$ cat src/rtl/core/pidc_pkg.sv
// Shared constants, codes and the microcode program of the PID step core.
package pidc_pkg;

  // Default datapath format: signed Q16.16
  localparam int DATA_WIDTH_DEF = 32;
  localparam int FRAC_BITS_DEF  = 16;

  // Width of one multiplier chunk (operand bits taken per cycle)
  localparam int MUL_CHUNK = 16;

  // Configuration register indexes
  localparam int CFG_IDX_W = 3;
  typedef enum logic [CFG_IDX_W-1:0] {
    REG_GAIN_P        = 3'd0,
    REG_GAIN_I        = 3'd1,
    REG_GAIN_D        = 3'd2,
    REG_SETTLE_BAND   = 3'd3,
    REG_DRIVE_FLOOR   = 3'd4,
    REG_DRIVE_CEILING = 3'd5,
    REG_TARGET        = 3'd6
  } cfg_reg_t;

  // Sequencer step addresses
  localparam int STEP_W = 5;
  localparam logic [STEP_W-1:0] ST_IDLE     = STEP_W'(0);
  localparam logic [STEP_W-1:0] ST_ERR      = STEP_W'(1);
  localparam logic [STEP_W-1:0] ST_CHECK    = STEP_W'(2);
  localparam logic [STEP_W-1:0] ST_MUL_I1   = STEP_W'(3);
  localparam logic [STEP_W-1:0] ST_WAIT_I1  = STEP_W'(4);
  localparam logic [STEP_W-1:0] ST_MUL_I2   = STEP_W'(5);
  localparam logic [STEP_W-1:0] ST_WAIT_I2  = STEP_W'(6);
  localparam logic [STEP_W-1:0] ST_INT_SUM  = STEP_W'(7);
  localparam logic [STEP_W-1:0] ST_INT_CLMP = STEP_W'(8);
  localparam logic [STEP_W-1:0] ST_WAIT_P   = STEP_W'(9);
  localparam logic [STEP_W-1:0] ST_P_SUM    = STEP_W'(10);
  localparam logic [STEP_W-1:0] ST_WAIT_DIV = STEP_W'(11);
  localparam logic [STEP_W-1:0] ST_MUL_D    = STEP_W'(12);
  localparam logic [STEP_W-1:0] ST_WAIT_D   = STEP_W'(13);
  localparam logic [STEP_W-1:0] ST_D_SUB    = STEP_W'(14);
  localparam logic [STEP_W-1:0] ST_DRIVE    = STEP_W'(15);
  localparam logic [STEP_W-1:0] ST_SETTLE   = STEP_W'(16);

  // Sequencing of a step
  typedef enum logic [2:0] {
    J_NEXT,        // advance
    J_STAY_IN,     // hold until an input transfer
    J_STAY_MUL,    // hold while the multiplier is busy
    J_STAY_DIV,    // hold while the divider is busy
    J_IF_SETTLED,  // jump to target when the error lies in the settle band
    J_OUT          // hold until the result register is free, then jump to target
  } jmp_t;

  // Multiplier operand selects
  typedef enum logic [1:0] {
    MA_GAIN_I,
    MA_GAIN_P,
    MA_GAIN_D,
    MA_RESULT
  } mula_t;

  typedef enum logic [1:0] {
    MB_ERR,
    MB_ELAPSED,
    MB_RATE
  } mulb_t;

  // Datapath operations
  typedef enum logic [3:0] {
    A_NONE,
    A_LOAD,       // capture the input item
    A_ERR,        // error and measurement difference
    A_CHECK,      // saturate error, decide whether the rate is used
    A_INT_SUM,    // integral plus increment
    A_INT_CLAMP,  // saturate and clamp the new integral
    A_P_SUM,      // proportional term plus integral
    A_D_SUB,      // subtract derivative term
    A_DRIVE,      // deliver drive, commit state
    A_SETTLE      // deliver settled result
  } alu_t;

  typedef struct packed {
    jmp_t              jmp;
    logic [STEP_W-1:0] target;
    logic              mul_go;
    mula_t             mul_a;
    mulb_t             mul_b;
    logic              div_go;
    alu_t              alu;
  } ucw_t;

  // Control store
  function automatic ucw_t ucode(input logic [STEP_W-1:0] s);
    ucw_t w;
    w.jmp    = J_NEXT;
    w.target = ST_IDLE;
    w.mul_go = 1'b0;
    w.mul_a  = MA_GAIN_I;
    w.mul_b  = MB_ERR;
    w.div_go = 1'b0;
    w.alu    = A_NONE;
    case (s)
      ST_IDLE: begin
        w.jmp = J_STAY_IN;
        w.alu = A_LOAD;
      end
      ST_ERR: begin
        w.alu = A_ERR;
      end
      ST_CHECK: begin
        w.jmp    = J_IF_SETTLED;
        w.target = ST_SETTLE;
        w.alu    = A_CHECK;
      end
      ST_MUL_I1: begin
        w.mul_go = 1'b1;
        w.mul_a  = MA_GAIN_I;
        w.mul_b  = MB_ERR;
        w.div_go = 1'b1;
      end
      ST_WAIT_I1: begin
        w.jmp = J_STAY_MUL;
      end
      ST_MUL_I2: begin
        w.mul_go = 1'b1;
        w.mul_a  = MA_RESULT;
        w.mul_b  = MB_ELAPSED;
      end
      ST_WAIT_I2: begin
        w.jmp = J_STAY_MUL;
      end
      ST_INT_SUM: begin
        w.alu    = A_INT_SUM;
        w.mul_go = 1'b1;
        w.mul_a  = MA_GAIN_P;
        w.mul_b  = MB_ERR;
      end
      ST_INT_CLMP: begin
        w.alu = A_INT_CLAMP;
      end
      ST_WAIT_P: begin
        w.jmp = J_STAY_MUL;
      end
      ST_P_SUM: begin
        w.alu = A_P_SUM;
      end
      ST_WAIT_DIV: begin
        w.jmp = J_STAY_DIV;
      end
      ST_MUL_D: begin
        w.mul_go = 1'b1;
        w.mul_a  = MA_GAIN_D;
        w.mul_b  = MB_RATE;
      end
      ST_WAIT_D: begin
        w.jmp = J_STAY_MUL;
      end
      ST_D_SUB: begin
        w.alu = A_D_SUB;
      end
      ST_DRIVE: begin
        w.jmp    = J_OUT;
        w.target = ST_IDLE;
        w.alu    = A_DRIVE;
      end
      ST_SETTLE: begin
        w.jmp    = J_OUT;
        w.target = ST_IDLE;
        w.alu    = A_SETTLE;
      end
      default: begin
        w.jmp    = J_OUT;
        w.target = ST_IDLE;
      end
    endcase
    return w;
  endfunction

endpackage

$ cat src/rtl/core/pidc_mul.sv
// Chunked fixed-point multiplier with rounding and saturation.
module pidc_mul #(
  parameter int DATA_WIDTH = pidc_pkg::DATA_WIDTH_DEF,
  parameter int FRAC_BITS  = pidc_pkg::FRAC_BITS_DEF
) (
  input  logic                         clk,
  input  logic                         rst_n,
  input  logic                         go,
  input  logic signed [DATA_WIDTH-1:0] a,
  input  logic signed [DATA_WIDTH-1:0] b,
  output logic                         busy,
  output logic signed [DATA_WIDTH-1:0] res
);

  localparam int W   = DATA_WIDTH;
  localparam int CH  = pidc_pkg::MUL_CHUNK;
  localparam int NCH = (W + CH - 1) / CH;
  localparam int YW  = NCH * CH;
  localparam int PW  = W + YW;
  localparam int KW  = (NCH > 1) ? $clog2(NCH) : 1;

  localparam logic [PW-1:0] HALF    = (PW'(1) << FRAC_BITS) >> 1;
  localparam logic [PW-1:0] POS_LIM = (PW'(1) << (W - 1)) - PW'(1);
  localparam logic [PW-1:0] NEG_LIM = PW'(1) << (W - 1);

  typedef enum logic [1:0] {
    M_IDLE,
    M_RUN,
    M_ROUND,
    M_SAT
  } mstate_t;

  mstate_t           state_r;
  logic [KW-1:0]     cnt_r;
  logic [W-1:0]      xm_r;
  logic [YW-1:0]     ysh_r;
  logic [W-1:0]      hi_r;
  logic [YW-1:0]     lo_r;
  logic              neg_r;
  logic [PW-1:0]     rs_r;
  logic [W-1:0]      res_r;

  logic [W-1:0]      a_mag;
  logic [W-1:0]      b_mag;
  logic [W+CH-1:0]   part;
  logic [YW+CH-1:0]  lo_cat;
  logic [W-1:0]      rs_neg;

  // Operand magnitudes
  assign a_mag = a[W-1] ? ($unsigned('0) - $unsigned(a)) : $unsigned(a);
  assign b_mag = b[W-1] ? ($unsigned('0) - $unsigned(b)) : $unsigned(b);

  // One chunk of the multiplier operand per cycle
  assign part   = (W + CH)'(hi_r) + (W + CH)'(xm_r) * (W + CH)'(ysh_r[CH-1:0]);
  assign lo_cat = {part[CH-1:0], lo_r};
  assign rs_neg = '0 - rs_r[W-1:0];

  always_ff @(posedge clk) begin
    if (!rst_n) begin
      state_r <= M_IDLE;
      cnt_r   <= '0;
    end else begin
      case (state_r)
        M_IDLE: begin
          if (go) begin
            xm_r    <= a_mag;
            ysh_r   <= YW'(b_mag);
            neg_r   <= a[W-1] ^ b[W-1];
            hi_r    <= '0;
            lo_r    <= '0;
            cnt_r   <= '0;
            state_r <= M_RUN;
          end
        end
        M_RUN: begin
          hi_r  <= part[W+CH-1:CH];
          lo_r  <= lo_cat[YW+CH-1:CH];
          ysh_r <= ysh_r >> CH;
          cnt_r <= cnt_r + KW'(1);
          if (cnt_r == KW'(NCH - 1)) begin
            state_r <= M_ROUND;
          end
        end
        M_ROUND: begin
          // round half away from zero on the magnitude, drop fraction bits
          rs_r    <= ({hi_r, lo_r} + HALF) >> FRAC_BITS;
          state_r <= M_SAT;
        end
        M_SAT: begin
          if (neg_r) begin
            res_r <= (rs_r > NEG_LIM) ? {1'b1, {(W-1){1'b0}}} : rs_neg;
          end else begin
            res_r <= (rs_r > POS_LIM) ? {1'b0, {(W-1){1'b1}}} : rs_r[W-1:0];
          end
          state_r <= M_IDLE;
        end
        default: begin
          state_r <= M_IDLE;
        end
      endcase
    end
  end

  assign busy = (state_r != M_IDLE);
  assign res  = $signed(res_r);

endmodule

$ cat src/rtl/core/pidc_div.sv
// Radix-2 restoring divider for the rate term, with rounding and saturation.
module pidc_div #(
  parameter int DATA_WIDTH = pidc_pkg::DATA_WIDTH_DEF,
  parameter int FRAC_BITS  = pidc_pkg::FRAC_BITS_DEF
) (
  input  logic                         clk,
  input  logic                         rst_n,
  input  logic                         go,
  input  logic signed [DATA_WIDTH:0]   num,
  input  logic        [DATA_WIDTH-2:0] den,
  output logic                         busy,
  output logic signed [DATA_WIDTH-1:0] quo
);

  localparam int W  = DATA_WIDTH;
  localparam int NW = W + FRAC_BITS;
  localparam int QW = NW + 1;
  localparam int CW = $clog2(NW);

  localparam logic [QW-1:0] POS_LIM = (QW'(1) << (W - 1)) - QW'(1);
  localparam logic [QW-1:0] NEG_LIM = QW'(1) << (W - 1);

  typedef enum logic [1:0] {
    D_IDLE,
    D_RUN,
    D_ROUND,
    D_SAT
  } dstate_t;

  dstate_t         state_r;
  logic [CW-1:0]   cnt_r;
  logic [NW-1:0]   nq_r;
  logic [W-2:0]    rem_r;
  logic [W-2:0]    den_r;
  logic            neg_r;
  logic [QW-1:0]   q_r;
  logic [W-1:0]    quo_r;

  logic [W:0]      num_abs;
  logic [W-1:0]    trial;
  logic [W-1:0]    trial_sub;
  logic            take;
  logic            round_up;
  logic [W-1:0]    q_neg;

  // Dividend magnitude
  assign num_abs = num[W] ? ($unsigned('0) - $unsigned(num)) : $unsigned(num);

  // Shift in one dividend bit, try the subtraction
  assign trial     = {rem_r, nq_r[NW-1]};
  assign take      = (trial >= {1'b0, den_r});
  assign trial_sub = trial - {1'b0, den_r};
  assign round_up  = ({rem_r, 1'b0} >= {1'b0, den_r});
  assign q_neg     = '0 - q_r[W-1:0];

  always_ff @(posedge clk) begin
    if (!rst_n) begin
      state_r <= D_IDLE;
      cnt_r   <= '0;
    end else begin
      case (state_r)
        D_IDLE: begin
          if (go) begin
            nq_r    <= NW'(num_abs[W-1:0]) << FRAC_BITS;
            rem_r   <= '0;
            den_r   <= den;
            neg_r   <= num[W];
            cnt_r   <= '0;
            state_r <= D_RUN;
          end
        end
        D_RUN: begin
          rem_r <= take ? trial_sub[W-2:0] : trial[W-2:0];
          nq_r  <= {nq_r[NW-2:0], take};
          cnt_r <= cnt_r + CW'(1);
          if (cnt_r == CW'(NW - 1)) begin
            state_r <= D_ROUND;
          end
        end
        D_ROUND: begin
          // round half away from zero on the magnitude
          q_r     <= QW'(nq_r) + QW'(round_up);
          state_r <= D_SAT;
        end
        D_SAT: begin
          if (neg_r) begin
            quo_r <= (q_r > NEG_LIM) ? {1'b1, {(W-1){1'b0}}} : q_neg;
          end else begin
            quo_r <= (q_r > POS_LIM) ? {1'b0, {(W-1){1'b1}}} : q_r[W-1:0];
          end
          state_r <= D_IDLE;
        end
        default: begin
          state_r <= D_IDLE;
        end
      endcase
    end
  end

  assign busy = (state_r != D_IDLE);
  assign quo  = $signed(quo_r);

endmodule

$ cat src/rtl/core/pid_controller_step_core.sv
// Top level of the PID step core: microcoded sequencer, datapath and registers.
//
//  channel  direction  handshake            payload
//  in       input      in_valid / in_stall  in_measurement, in_elapsed
//  out      output     out_valid/out_stall  out_drive, out_settled
//  cfg      input      cfg_we               cfg_index, cfg_wdata
//
// One item at a time. A settled item runs the error and check steps and
// then the settle step, which loads the result. Otherwise each of the four
// multiplies takes its operand in 16-bit chunks (NCH chunks, 2 at Q16.16),
// and the rate divider, started alongside the first multiply when the rate
// term is used, is waited for before the derivative multiply. The rate term
// is zero on the first item or with zero elapsed time; the divider result
// saturates to the signed Q16.16 range at the default widths.
// Reset is synchronous and stalls the input; the block takes an item in the
// first idle cycle after it.
// A stalled result holds in the output register while the next item is
// computed; that item then waits at its last step.
module pid_controller_step_core #(
  parameter int DATA_WIDTH = pidc_pkg::DATA_WIDTH_DEF,
  parameter int FRAC_BITS  = pidc_pkg::FRAC_BITS_DEF
) (
  input  logic                               clk,
  input  logic                               rst_n,
  input  logic                               in_valid,
  output logic                               in_stall,
  input  logic signed [DATA_WIDTH-1:0]       in_measurement,
  input  logic        [DATA_WIDTH-2:0]       in_elapsed,
  output logic                               out_valid,
  input  logic                               out_stall,
  output logic signed [DATA_WIDTH-1:0]       out_drive,
  output logic                               out_settled,
  input  logic                               cfg_we,
  input  logic [pidc_pkg::CFG_IDX_W-1:0]     cfg_index,
  input  logic [DATA_WIDTH-1:0]              cfg_wdata
);

  localparam int W = DATA_WIDTH;

  localparam logic signed [W-1:0] SMAX = {1'b0, {(W-1){1'b1}}};
  localparam logic signed [W-1:0] SMIN = {1'b1, {(W-1){1'b0}}};

  // Configuration registers
  logic signed [W-1:0] gain_p_r;
  logic signed [W-1:0] gain_i_r;
  logic signed [W-1:0] gain_d_r;
  logic        [W-2:0] settle_band_r;
  logic signed [W-1:0] drive_floor_r;
  logic signed [W-1:0] drive_ceiling_r;
  logic signed [W-1:0] target_r;

  // Loop state
  logic signed [W-1:0] integral_sum_r;
  logic signed [W-1:0] prior_meas_r;
  logic                primed_r;

  // Working registers
  logic [pidc_pkg::STEP_W-1:0] step_r;
  logic [pidc_pkg::STEP_W-1:0] step_nxt;
  logic signed [W-1:0]   meas_r;
  logic        [W-2:0]   dt_r;
  logic signed [W:0]     e_r;
  logic signed [W:0]     diff_r;
  logic signed [W-1:0]   err_r;
  logic signed [W+1:0]   acc_r;
  logic signed [W-1:0]   integ_r;
  logic                  use_rate_r;

  // Result register
  logic                  out_valid_r;
  logic signed [W-1:0]   out_drive_r;
  logic                  out_settled_r;

  pidc_pkg::ucw_t        ucw;
  logic                  step_fire;
  logic                  in_fire;
  logic                  slot_free;
  logic                  out_load;
  logic                  settled_c;
  logic signed [W:0]     band_x;
  logic signed [W:0]     e_plus_band;
  logic signed [W-1:0]   err_sat;
  logic                  mul_go;
  logic                  mul_busy;
  logic signed [W-1:0]   mul_a;
  logic signed [W-1:0]   mul_b;
  logic signed [W-1:0]   mul_res;
  logic                  div_go;
  logic                  div_busy;
  logic signed [W-1:0]   div_res;
  logic signed [W-1:0]   rate;

  function automatic logic signed [W-1:0] sat_acc(input logic signed [W+1:0] v);
    if (v > $signed({2'b00, SMAX})) begin
      return SMAX;
    end else if (v < $signed({2'b11, SMIN})) begin
      return SMIN;
    end
    return $signed(v[W-1:0]);
  endfunction

  function automatic logic signed [W-1:0] clamp(input logic signed [W-1:0] v,
                                                input logic signed [W-1:0] lo,
                                                input logic signed [W-1:0] hi);
    if (v > hi) begin
      return hi;
    end else if (v < lo) begin
      return lo;
    end
    return v;
  endfunction

  // Register writes
  always_ff @(posedge clk) begin
    if (!rst_n) begin
      gain_p_r        <= '0;
      gain_i_r        <= '0;
      gain_d_r        <= '0;
      settle_band_r   <= '0;
      drive_floor_r   <= SMIN;
      drive_ceiling_r <= SMAX;
      target_r        <= '0;
    end else if (cfg_we) begin
      case (pidc_pkg::cfg_reg_t'(cfg_index))
        pidc_pkg::REG_GAIN_P:        gain_p_r        <= $signed(cfg_wdata);
        pidc_pkg::REG_GAIN_I:        gain_i_r        <= $signed(cfg_wdata);
        pidc_pkg::REG_GAIN_D:        gain_d_r        <= $signed(cfg_wdata);
        pidc_pkg::REG_SETTLE_BAND:   settle_band_r   <= cfg_wdata[W-2:0];
        pidc_pkg::REG_DRIVE_FLOOR:   drive_floor_r   <= $signed(cfg_wdata);
        pidc_pkg::REG_DRIVE_CEILING: drive_ceiling_r <= $signed(cfg_wdata);
        pidc_pkg::REG_TARGET:        target_r        <= $signed(cfg_wdata);
        default: ;
      endcase
    end
  end

  // Fetch the control word of the current step
  assign ucw       = pidc_pkg::ucode(step_r);
  assign in_stall  = !rst_n || (step_r != pidc_pkg::ST_IDLE);
  assign in_fire   = in_valid && !in_stall;
  assign slot_free = !out_valid_r || !out_stall;

  // Settle test on the exact error
  assign band_x      = $signed({2'b00, settle_band_r});
  assign e_plus_band = e_r + band_x;
  assign settled_c   = e_r[W] ? (!e_plus_band[W] && (e_plus_band != '0))
                              : (e_r < band_x);

  // Error saturated to the data width
  always_comb begin
    if (e_r[W] != e_r[W-1]) begin
      err_sat = e_r[W] ? SMIN : SMAX;
    end else begin
      err_sat = $signed(e_r[W-1:0]);
    end
  end

  // Step sequencing
  always_comb begin
    step_fire = 1'b1;
    step_nxt  = step_r + pidc_pkg::STEP_W'(1);
    case (ucw.jmp)
      pidc_pkg::J_NEXT: begin
        step_fire = 1'b1;
      end
      pidc_pkg::J_STAY_IN: begin
        step_fire = in_fire;
      end
      pidc_pkg::J_STAY_MUL: begin
        step_fire = !mul_busy;
      end
      pidc_pkg::J_STAY_DIV: begin
        step_fire = !div_busy;
      end
      pidc_pkg::J_IF_SETTLED: begin
        if (settled_c) begin
          step_nxt = ucw.target;
        end
      end
      pidc_pkg::J_OUT: begin
        step_fire = slot_free;
        step_nxt  = ucw.target;
      end
      default: begin
        step_nxt = pidc_pkg::ST_IDLE;
      end
    endcase
    if (!step_fire) begin
      step_nxt = step_r;
    end
  end

  always_ff @(posedge clk) begin
    if (!rst_n) begin
      step_r <= pidc_pkg::ST_IDLE;
    end else begin
      step_r <= step_nxt;
    end
  end

  // Multiplier operand selection
  assign rate = use_rate_r ? div_res : '0;

  always_comb begin
    case (ucw.mul_a)
      pidc_pkg::MA_GAIN_I: mul_a = gain_i_r;
      pidc_pkg::MA_GAIN_P: mul_a = gain_p_r;
      pidc_pkg::MA_GAIN_D: mul_a = gain_d_r;
      pidc_pkg::MA_RESULT: mul_a = mul_res;
      default:             mul_a = gain_i_r;
    endcase
    case (ucw.mul_b)
      pidc_pkg::MB_ERR:     mul_b = err_r;
      pidc_pkg::MB_ELAPSED: mul_b = $signed({1'b0, dt_r});
      pidc_pkg::MB_RATE:    mul_b = rate;
      default:              mul_b = err_r;
    endcase
  end

  assign mul_go = step_fire && ucw.mul_go;
  assign div_go = step_fire && ucw.div_go && use_rate_r;

  pidc_mul #(
    .DATA_WIDTH (DATA_WIDTH),
    .FRAC_BITS  (FRAC_BITS)
  ) u_mul (
    .clk   (clk),
    .rst_n (rst_n),
    .go    (mul_go),
    .a     (mul_a),
    .b     (mul_b),
    .busy  (mul_busy),
    .res   (mul_res)
  );

  pidc_div #(
    .DATA_WIDTH (DATA_WIDTH),
    .FRAC_BITS  (FRAC_BITS)
  ) u_div (
    .clk   (clk),
    .rst_n (rst_n),
    .go    (div_go),
    .num   (diff_r),
    .den   (dt_r),
    .busy  (div_busy),
    .quo   (div_res)
  );

  // Datapath operations
  always_ff @(posedge clk) begin
    if (!rst_n) begin
      integral_sum_r <= '0;
      prior_meas_r   <= '0;
      primed_r       <= 1'b0;
      use_rate_r     <= 1'b0;
    end else if (step_fire) begin
      case (ucw.alu)
        pidc_pkg::A_LOAD: begin
          meas_r <= in_measurement;
          dt_r   <= in_elapsed;
        end
        pidc_pkg::A_ERR: begin
          e_r    <= (W+1)'(target_r) - (W+1)'(meas_r);
          diff_r <= (W+1)'(meas_r) - (W+1)'(prior_meas_r);
        end
        pidc_pkg::A_CHECK: begin
          err_r      <= err_sat;
          use_rate_r <= primed_r && (dt_r != '0);
        end
        pidc_pkg::A_INT_SUM: begin
          acc_r <= (W+2)'(integral_sum_r) + (W+2)'(mul_res);
        end
        pidc_pkg::A_INT_CLAMP: begin
          integ_r <= clamp(sat_acc(acc_r), drive_floor_r, drive_ceiling_r);
        end
        pidc_pkg::A_P_SUM: begin
          acc_r <= (W+2)'(integ_r) + (W+2)'(mul_res);
        end
        pidc_pkg::A_D_SUB: begin
          acc_r <= acc_r - (W+2)'(mul_res);
        end
        pidc_pkg::A_DRIVE: begin
          // commit the loop state with the result
          integral_sum_r <= integ_r;
          prior_meas_r   <= meas_r;
          primed_r       <= 1'b1;
        end
        default: ;
      endcase
    end
  end

  // Result register: load at the last step, drop after the transfer
  assign out_load = step_fire &&
                    ((ucw.alu == pidc_pkg::A_DRIVE) || (ucw.alu == pidc_pkg::A_SETTLE));

  always_ff @(posedge clk) begin
    if (!rst_n) begin
      out_valid_r <= 1'b0;
    end else if (out_load) begin
      out_valid_r <= 1'b1;
      if (ucw.alu == pidc_pkg::A_SETTLE) begin
        out_drive_r   <= '0;
        out_settled_r <= 1'b1;
      end else begin
        out_drive_r   <= clamp(sat_acc(acc_r), drive_floor_r, drive_ceiling_r);
        out_settled_r <= 1'b0;
      end
    end else if (out_valid_r && !out_stall) begin
      out_valid_r <= 1'b0;
    end
  end

  assign out_valid   = out_valid_r;
  assign out_drive   = out_drive_r;
  assign out_settled = out_settled_r;

  // Checks
  a_mul_start_idle: assert property (@(posedge clk) disable iff (!rst_n)
    mul_go |-> !mul_busy)
    else $error("multiplier started while busy");

  a_div_start_idle: assert property (@(posedge clk) disable iff (!rst_n)
    div_go |-> !div_busy)
    else $error("divider started while busy");

  a_out_from_last_step: assert property (@(posedge clk) disable iff (!rst_n)
    $rose(out_valid_r) |->
      ($past(step_r) == pidc_pkg::ST_DRIVE || $past(step_r) == pidc_pkg::ST_SETTLE))
    else $error("result loaded outside an output step");

  a_drive_commits_state: assert property (@(posedge clk) disable iff (!rst_n)
    ($rose(out_valid_r) && !out_settled_r) |-> primed_r)
    else $error("drive delivered without committing loop state");

endmodule
$ cat config.mk
export PLATFORM = sky130hd
export DESIGN_NAME = pid_controller_step_core
export DESIGN_NICKNAME = d
export VERILOG_FILES = /design/src/rtl/core/pidc_pkg.sv /design/src/rtl/core/pidc_mul.sv /design/src/rtl/core/pidc_div.sv /design/src/rtl/core/pid_controller_step_core.sv
export SDC_FILE = /design/constraint.sdc
export NUM_CORES = 2
export LEC_CHECK = 0
export ABC_AREA = 0
export CAP_MARGIN = 20
export CORE_ASPECT_RATIO = 1.5
export CORE_MARGIN = 1
export CORE_UTILIZATION = 61
export CTS_BUF_LIST = sky130_fd_sc_hd__clkbuf_4
export DETAILED_ROUTE_END_ITERATION = 12
export DONT_BUFFER_PORTS = 1
export PLACE_DENSITY_LB_ADDON = 0.15
export SLEW_MARGIN = 20
export SYNTH_ARGS = -nofsm -noshare
export SYNTH_HDL_FRONTEND = slang
export SYNTH_HIERARCHICAL = 1
export SYNTH_SLANG_ARGS = --single-unit
$ cat constraint.sdc
create_clock -name clk -period 12.2 [get_ports clk]
set_input_delay 1.22 -clock clk [delete_from_list [all_inputs] [get_ports clk]]
set_output_delay 1.22 -clock clk [all_outputs]
set_load 0.1 [all_outputs]
==> impl_summary.md <==
Timing
The final hold violation count is 0. Setup repair after global routing left no endpoint under its margin. The achievable frequency is 138 MHz.

The setup clock skew after layout is 0.123 ns. The final setup violation count is 0. The clock period could shrink to 7.23 ns. The actual transition at the worst max-transition pin is between 1 and 1.5 ns. In the finished design, the share of the clock period the worst path needs comes to 59.3%.

The final sum of negative setup slack is 0 ns. The max-slew headroom at the worst pin is around 23%. The final number of max-transition violations is 0.

CTS
Clock-pin slew was measured on the worst setup and hold paths at 0.08 ns. The insertion delay of the later-clocked pin in the worst-skew pair is approximately 1.3 ns. The cell sitting at the root of the clock tree is a sky130_fd_sc_hd__clkbuf_4. The maximum clock insertion buffer count is 3.

The number of setup buffers added after CTS is 0. CTS built an H-tree with a depth of 4. TritonCTS created 226 clock buffers. TritonCTS built the clock tree. Clock tree synthesis found a total of roughly 950 sinks.

Worst setup path
For the worst setup path, the data arrival time is 8.20 ns. The type of element capturing the critical path is a flip-flop. The critical path startpoint category is a flip-flop. STA puts the critical path data required time at 13.17 ns. The largest fanout of any net on the critical path is 32. The class of the most critical setup path is flip-flop to flip-flop.

Power
The internal portion of the total power is between 6 and 7 mW. Of the total power, combinational logic draws 44.0%. The power density of the placed cells is 151 nW/um^2. The worst-case IR drop observed on VDD is 0.150 mV. Of the total power, the share spent switching nets is a little over two fifths.

The portion of total power attributed to sequential cells is roughly 33%. For this design the static power due to leakage is 32.3 nW. The switching power is 5.01 mW. The clock network is responsible for between 20% and 30% of the overall power.

Synth
Synthesis produced 8133 cells. The share of synthesized area occupied by flip-flops and latches is between 30% and 40%. The synthesized flop and latch total is around 950. The number of enable flip-flop cells after synthesis is 646. The average instance in the mapped netlist occupies 9.00 um^2. Counting every net in the synthesized netlist gives 9159. The post-synthesis cell type with the largest combined area is sky130_fd_sc_hd__edfxtp_1. The synthesized area is 73200 um^2. The post-synthesis share of cell area spent on and, or, nand and nor gates is 17.7%. The largest family of logic cells by synthesized area is adder cells. The async set or reset register ratio after synthesis is 0%.

The share of the synthesized area in the top cell type is 26.5%. Ranked by total cell area, the synthesized netlist is headed by sky130_fd_sc_hd__edfxtp_1 27%, sky130_fd_sc_hd__fa_1 13%, sky130_fd_sc_hd__dfxtp_1 8.4%. In this run, distinct cell masters in the synthesized netlist total between 100 and 150. The post-synthesis share of cell area spent on xor and xnor gates is 4.52%. The synthesized-area fraction occupied by adder cells is 20.5%.

The Yosys step of the flow raised 6 warnings. The compound-gate portion of the synthesized area is 15.1%. The flip-flop cell with the highest count after synthesis is sky130_fd_sc_hd__edfxtp_1. The multiplexer fraction of the synthesized cell area is 0.339%.

Route
The per-cell via count in the routed design is ~6. Once detail routing completed, the nets flagged for antenna violations numbered 0. After detailed routing, the total wire length is 218000 um. The number of detailed-routing iterations run before antenna repair is 7. The count of vias placed by the detailed router is 60000. The count of unresolved DRC violations after routing is 0. After detailed routing, the average wire length per cell comes to 22.0 um. The DRC marker count from the first detailed-route iteration is between 5000 and 6000.

Finish
The post-synthesis to final-layout area growth is 7.03%. The fraction of final layout cells with drive strength greater than 1 is 6.60%. The area occupied by registers is between 20000 and 30000 um^2.

The finished cells cover ~78000 um^2. The multi-input gate area in the final layout is 42700 um^2. After the last flow step, the layout net total stands at 9187.

The filler cells instantiated in the layout total ~9900.

Global route
Entering global routing, the biggest net connects 109 pins. The number of antenna violations at the first check in global routing is 9. Summed over all layers, the global routing overflow is 0. In the global route stage, overall resource usage came out at 36.0%. The via count of the first global-routing pass was 59900. The first global-routing pass estimated ~340000 um of wire.

Floorplan
The floorplan step defined a die boundary enclosing 121000 um^2. The die extent in y is 426 um. 138 I/O pins were placed. Measured along the x axis, the die boundary spans 285 um. Row generation in the floorplan step produced 155 rows.

For this configuration, the core starts out at a cell density of approximately three fifths. The total core area is around 120000 um^2.

Job
Across the run, the number of max-cap violations was 0.

Placement
The placed wire-length estimate after detailed placement is 162000 um. The quantity of I/O buffers inserted on ports is 0. Summing all placed instances gives a cell area of 74400 um^2.

At the end of routability-driven placement, the weighted congestion stood at 0.982.

Min path
The type of the most critical hold path is input port to flip-flop.

Status
The run finished with clean final reports.
registers in the layout, summed over array words and instances, names as in the netlist, 33 cells and up:
register,flops
acc_r,34
diff_r,33
u_mul/rs_r,48
u_div/q_r,49
u_div/nq_r,48
e_r,33
cell usage after synthesis, drive strengths merged, types with 22 or more instances:
cell type / instances
a21oi: 583
a22oi: 38
edfxtp: 646
buf: 45
a21boi: 77
nor3: 111
nand4: 87
fa: 457
nor4: 62
o31ai: 48
dfxtp: 306
nand2b: 63
o21ai: 349
o21bai: 33
or3: 53
inv: 965
xnor2: 235
a21o: 132
a222oi: 30
o41ai: 22
o311ai: 51
a211oi: 82
o21a: 44
or4: 32
nand3: 132
or2: 31
nor2: 394
a31oi: 37
clkbuf: 319
xor2: 143
and3: 42
o211ai: 61
nor2b: 67
and2: 249
ha: 466
nand2: 1410
critical path, stage by stage, from the launching register on:
cell and delay [ns]:
sky130_fd_sc_hd__edfxtp_1 1.11, sky130_fd_sc_hd__and2_1 0.28, sky130_fd_sc_hd__fa_1 0.45, sky130_fd_sc_hd__fa_1 0.55
sky130_fd_sc_hd__fa_1 0.53, sky130_fd_sc_hd__fa_1 0.55, sky130_fd_sc_hd__fa_1 0.57, sky130_fd_sc_hd__inv_1 0.06
sky130_fd_sc_hd__fa_1 0.53, sky130_fd_sc_hd__inv_1 0.04, sky130_fd_sc_hd__ha_1 0.45, sky130_fd_sc_hd__a21oi_1 0.24
sky130_fd_sc_hd__o21a_1 0.16, sky130_fd_sc_hd__o221ai_1 0.16, sky130_fd_sc_hd__a221oi_1 0.56, sky130_fd_sc_hd__mux2_2 0.40
sky130_fd_sc_hd__a31oi_1 0.16, sky130_fd_sc_hd__o311ai_0 0.15
timing repair:
action / CTS / global route
resized for setup: 0 / 0
hold endpoints to repair: 109 / 0
hold buffers: 89 / 0
cell type report:
class | count | area share, %
Clock inverter | 92 | 0.653
Clock buffer | 320 | 3.07
Inverter | 966 | 4.64
Tap cell | 1570 | 2.51
Timing Repair Buffer | 164 | 1.94
Antenna cell | 7 | 0.0224
Multi-Input combinational cell | 5851 | 54.6
Sequential cell | 952 | 32.6
layer usage:
metal | part of all wire, % | global-route usage, %
met1 | 38 | 42.6
met2 | 49 | 61.7
met3 | 7.0 | 6.43
met4 | 5.8 | 20.2
met5 | 0.019 | 0
kinds of logic after synthesis:
| kind of cell | count (synthesis) |
|---|---|
| AOI/OAI and AO/OA | 1726 |
| and+or+nand+nor | 2800 |
| DFF | 952 |
| muxes | 24 |
| adders and majority gates | 923 |
| buffers and inverters | 1330 |
| xor gates and xnor gates | 378 |
power by group through the flow:
stage          clock network (mW)  registers (mW)  logic, mW
2_1_floorplan                   0            3.92       3.57
3_3_place_gp                    0            4.00       5.05
3_5_place_dp                    0            4.00       5.05
4_1_cts                      2.73            3.93       5.11
5_1_grt                      2.87            3.94       5.71
6_report                     2.68            3.93       5.20
through the flow:
step                      setup slack, ns  hold slack [ns]  std cells  util [%]  total power, mW
final                                4.97            0.108       9922      65.9             11.8
after global routing                 4.70           0.0512       9919      65.9             12.5
after CTS                            4.98          0.00744       9911      65.8             11.8
after detailed placement             4.99            0.446       9410      62.6             9.05
after global placement               5.07            0.441       9409      62.5             9.05
after floorplan                      3.43            0.436       8133         -             7.49
worst paths after layout:
check	depth (start not counted)	end	slack, ns	from
min reg2reg	2	gain_i_r[18]$_SDFFE_PN0P_	0.45	gain_i_r[18]$_SDFFE_PN0P_
min	2	gain_p_r[7]$_SDFFE_PN0P_	0.11	cfg_wdata[7]
max reg2reg	17	u_mul/hi_r[26]$_SDFFCE_PN0P_	4.97	u_mul/ysh_r[14]$_DFFE_PP_
max	17	u_mul/hi_r[26]$_SDFFCE_PN0P_	4.97	u_mul/ysh_r[14]$_DFFE_PP_
cell usage in the layout, fill, tap and decap left out, types with 48 or more instances in the layout:
| cell type | count |
|---|---|
| sky130_fd_sc_hd__a211oi_1 | 82 |
| sky130_fd_sc_hd__a21boi_0 | 72 |
| sky130_fd_sc_hd__a21o_1 | 131 |
| sky130_fd_sc_hd__a21oi_1 | 580 |
| sky130_fd_sc_hd__and2_1 | 244 |
| sky130_fd_sc_hd__buf_4 | 70 |
| sky130_fd_sc_hd__clkbuf_4 | 320 |
| sky130_fd_sc_hd__clkinv_1 | 64 |
| sky130_fd_sc_hd__dfxtp_1 | 306 |
| sky130_fd_sc_hd__dlygate4sd3_1 | 89 |
| sky130_fd_sc_hd__edfxtp_1 | 646 |
| sky130_fd_sc_hd__fa_1 | 457 |
| sky130_fd_sc_hd__ha_1 | 464 |
| sky130_fd_sc_hd__inv_1 | 961 |
| sky130_fd_sc_hd__nand2_1 | 1407 |
| sky130_fd_sc_hd__nand2b_1 | 63 |
| sky130_fd_sc_hd__nand3_1 | 130 |
| sky130_fd_sc_hd__nand4_1 | 87 |
| sky130_fd_sc_hd__nor2_1 | 386 |
| sky130_fd_sc_hd__nor2b_1 | 65 |
| sky130_fd_sc_hd__nor3_1 | 104 |
| sky130_fd_sc_hd__nor4_1 | 54 |
| sky130_fd_sc_hd__o211ai_1 | 61 |
| sky130_fd_sc_hd__o21ai_0 | 336 |
| sky130_fd_sc_hd__o311ai_0 | 48 |
| sky130_fd_sc_hd__or3_1 | 49 |
| sky130_fd_sc_hd__xnor2_1 | 235 |
| sky130_fd_sc_hd__xor2_1 | 143 |
Note: power is estimated with default switching activity, not from simulation.
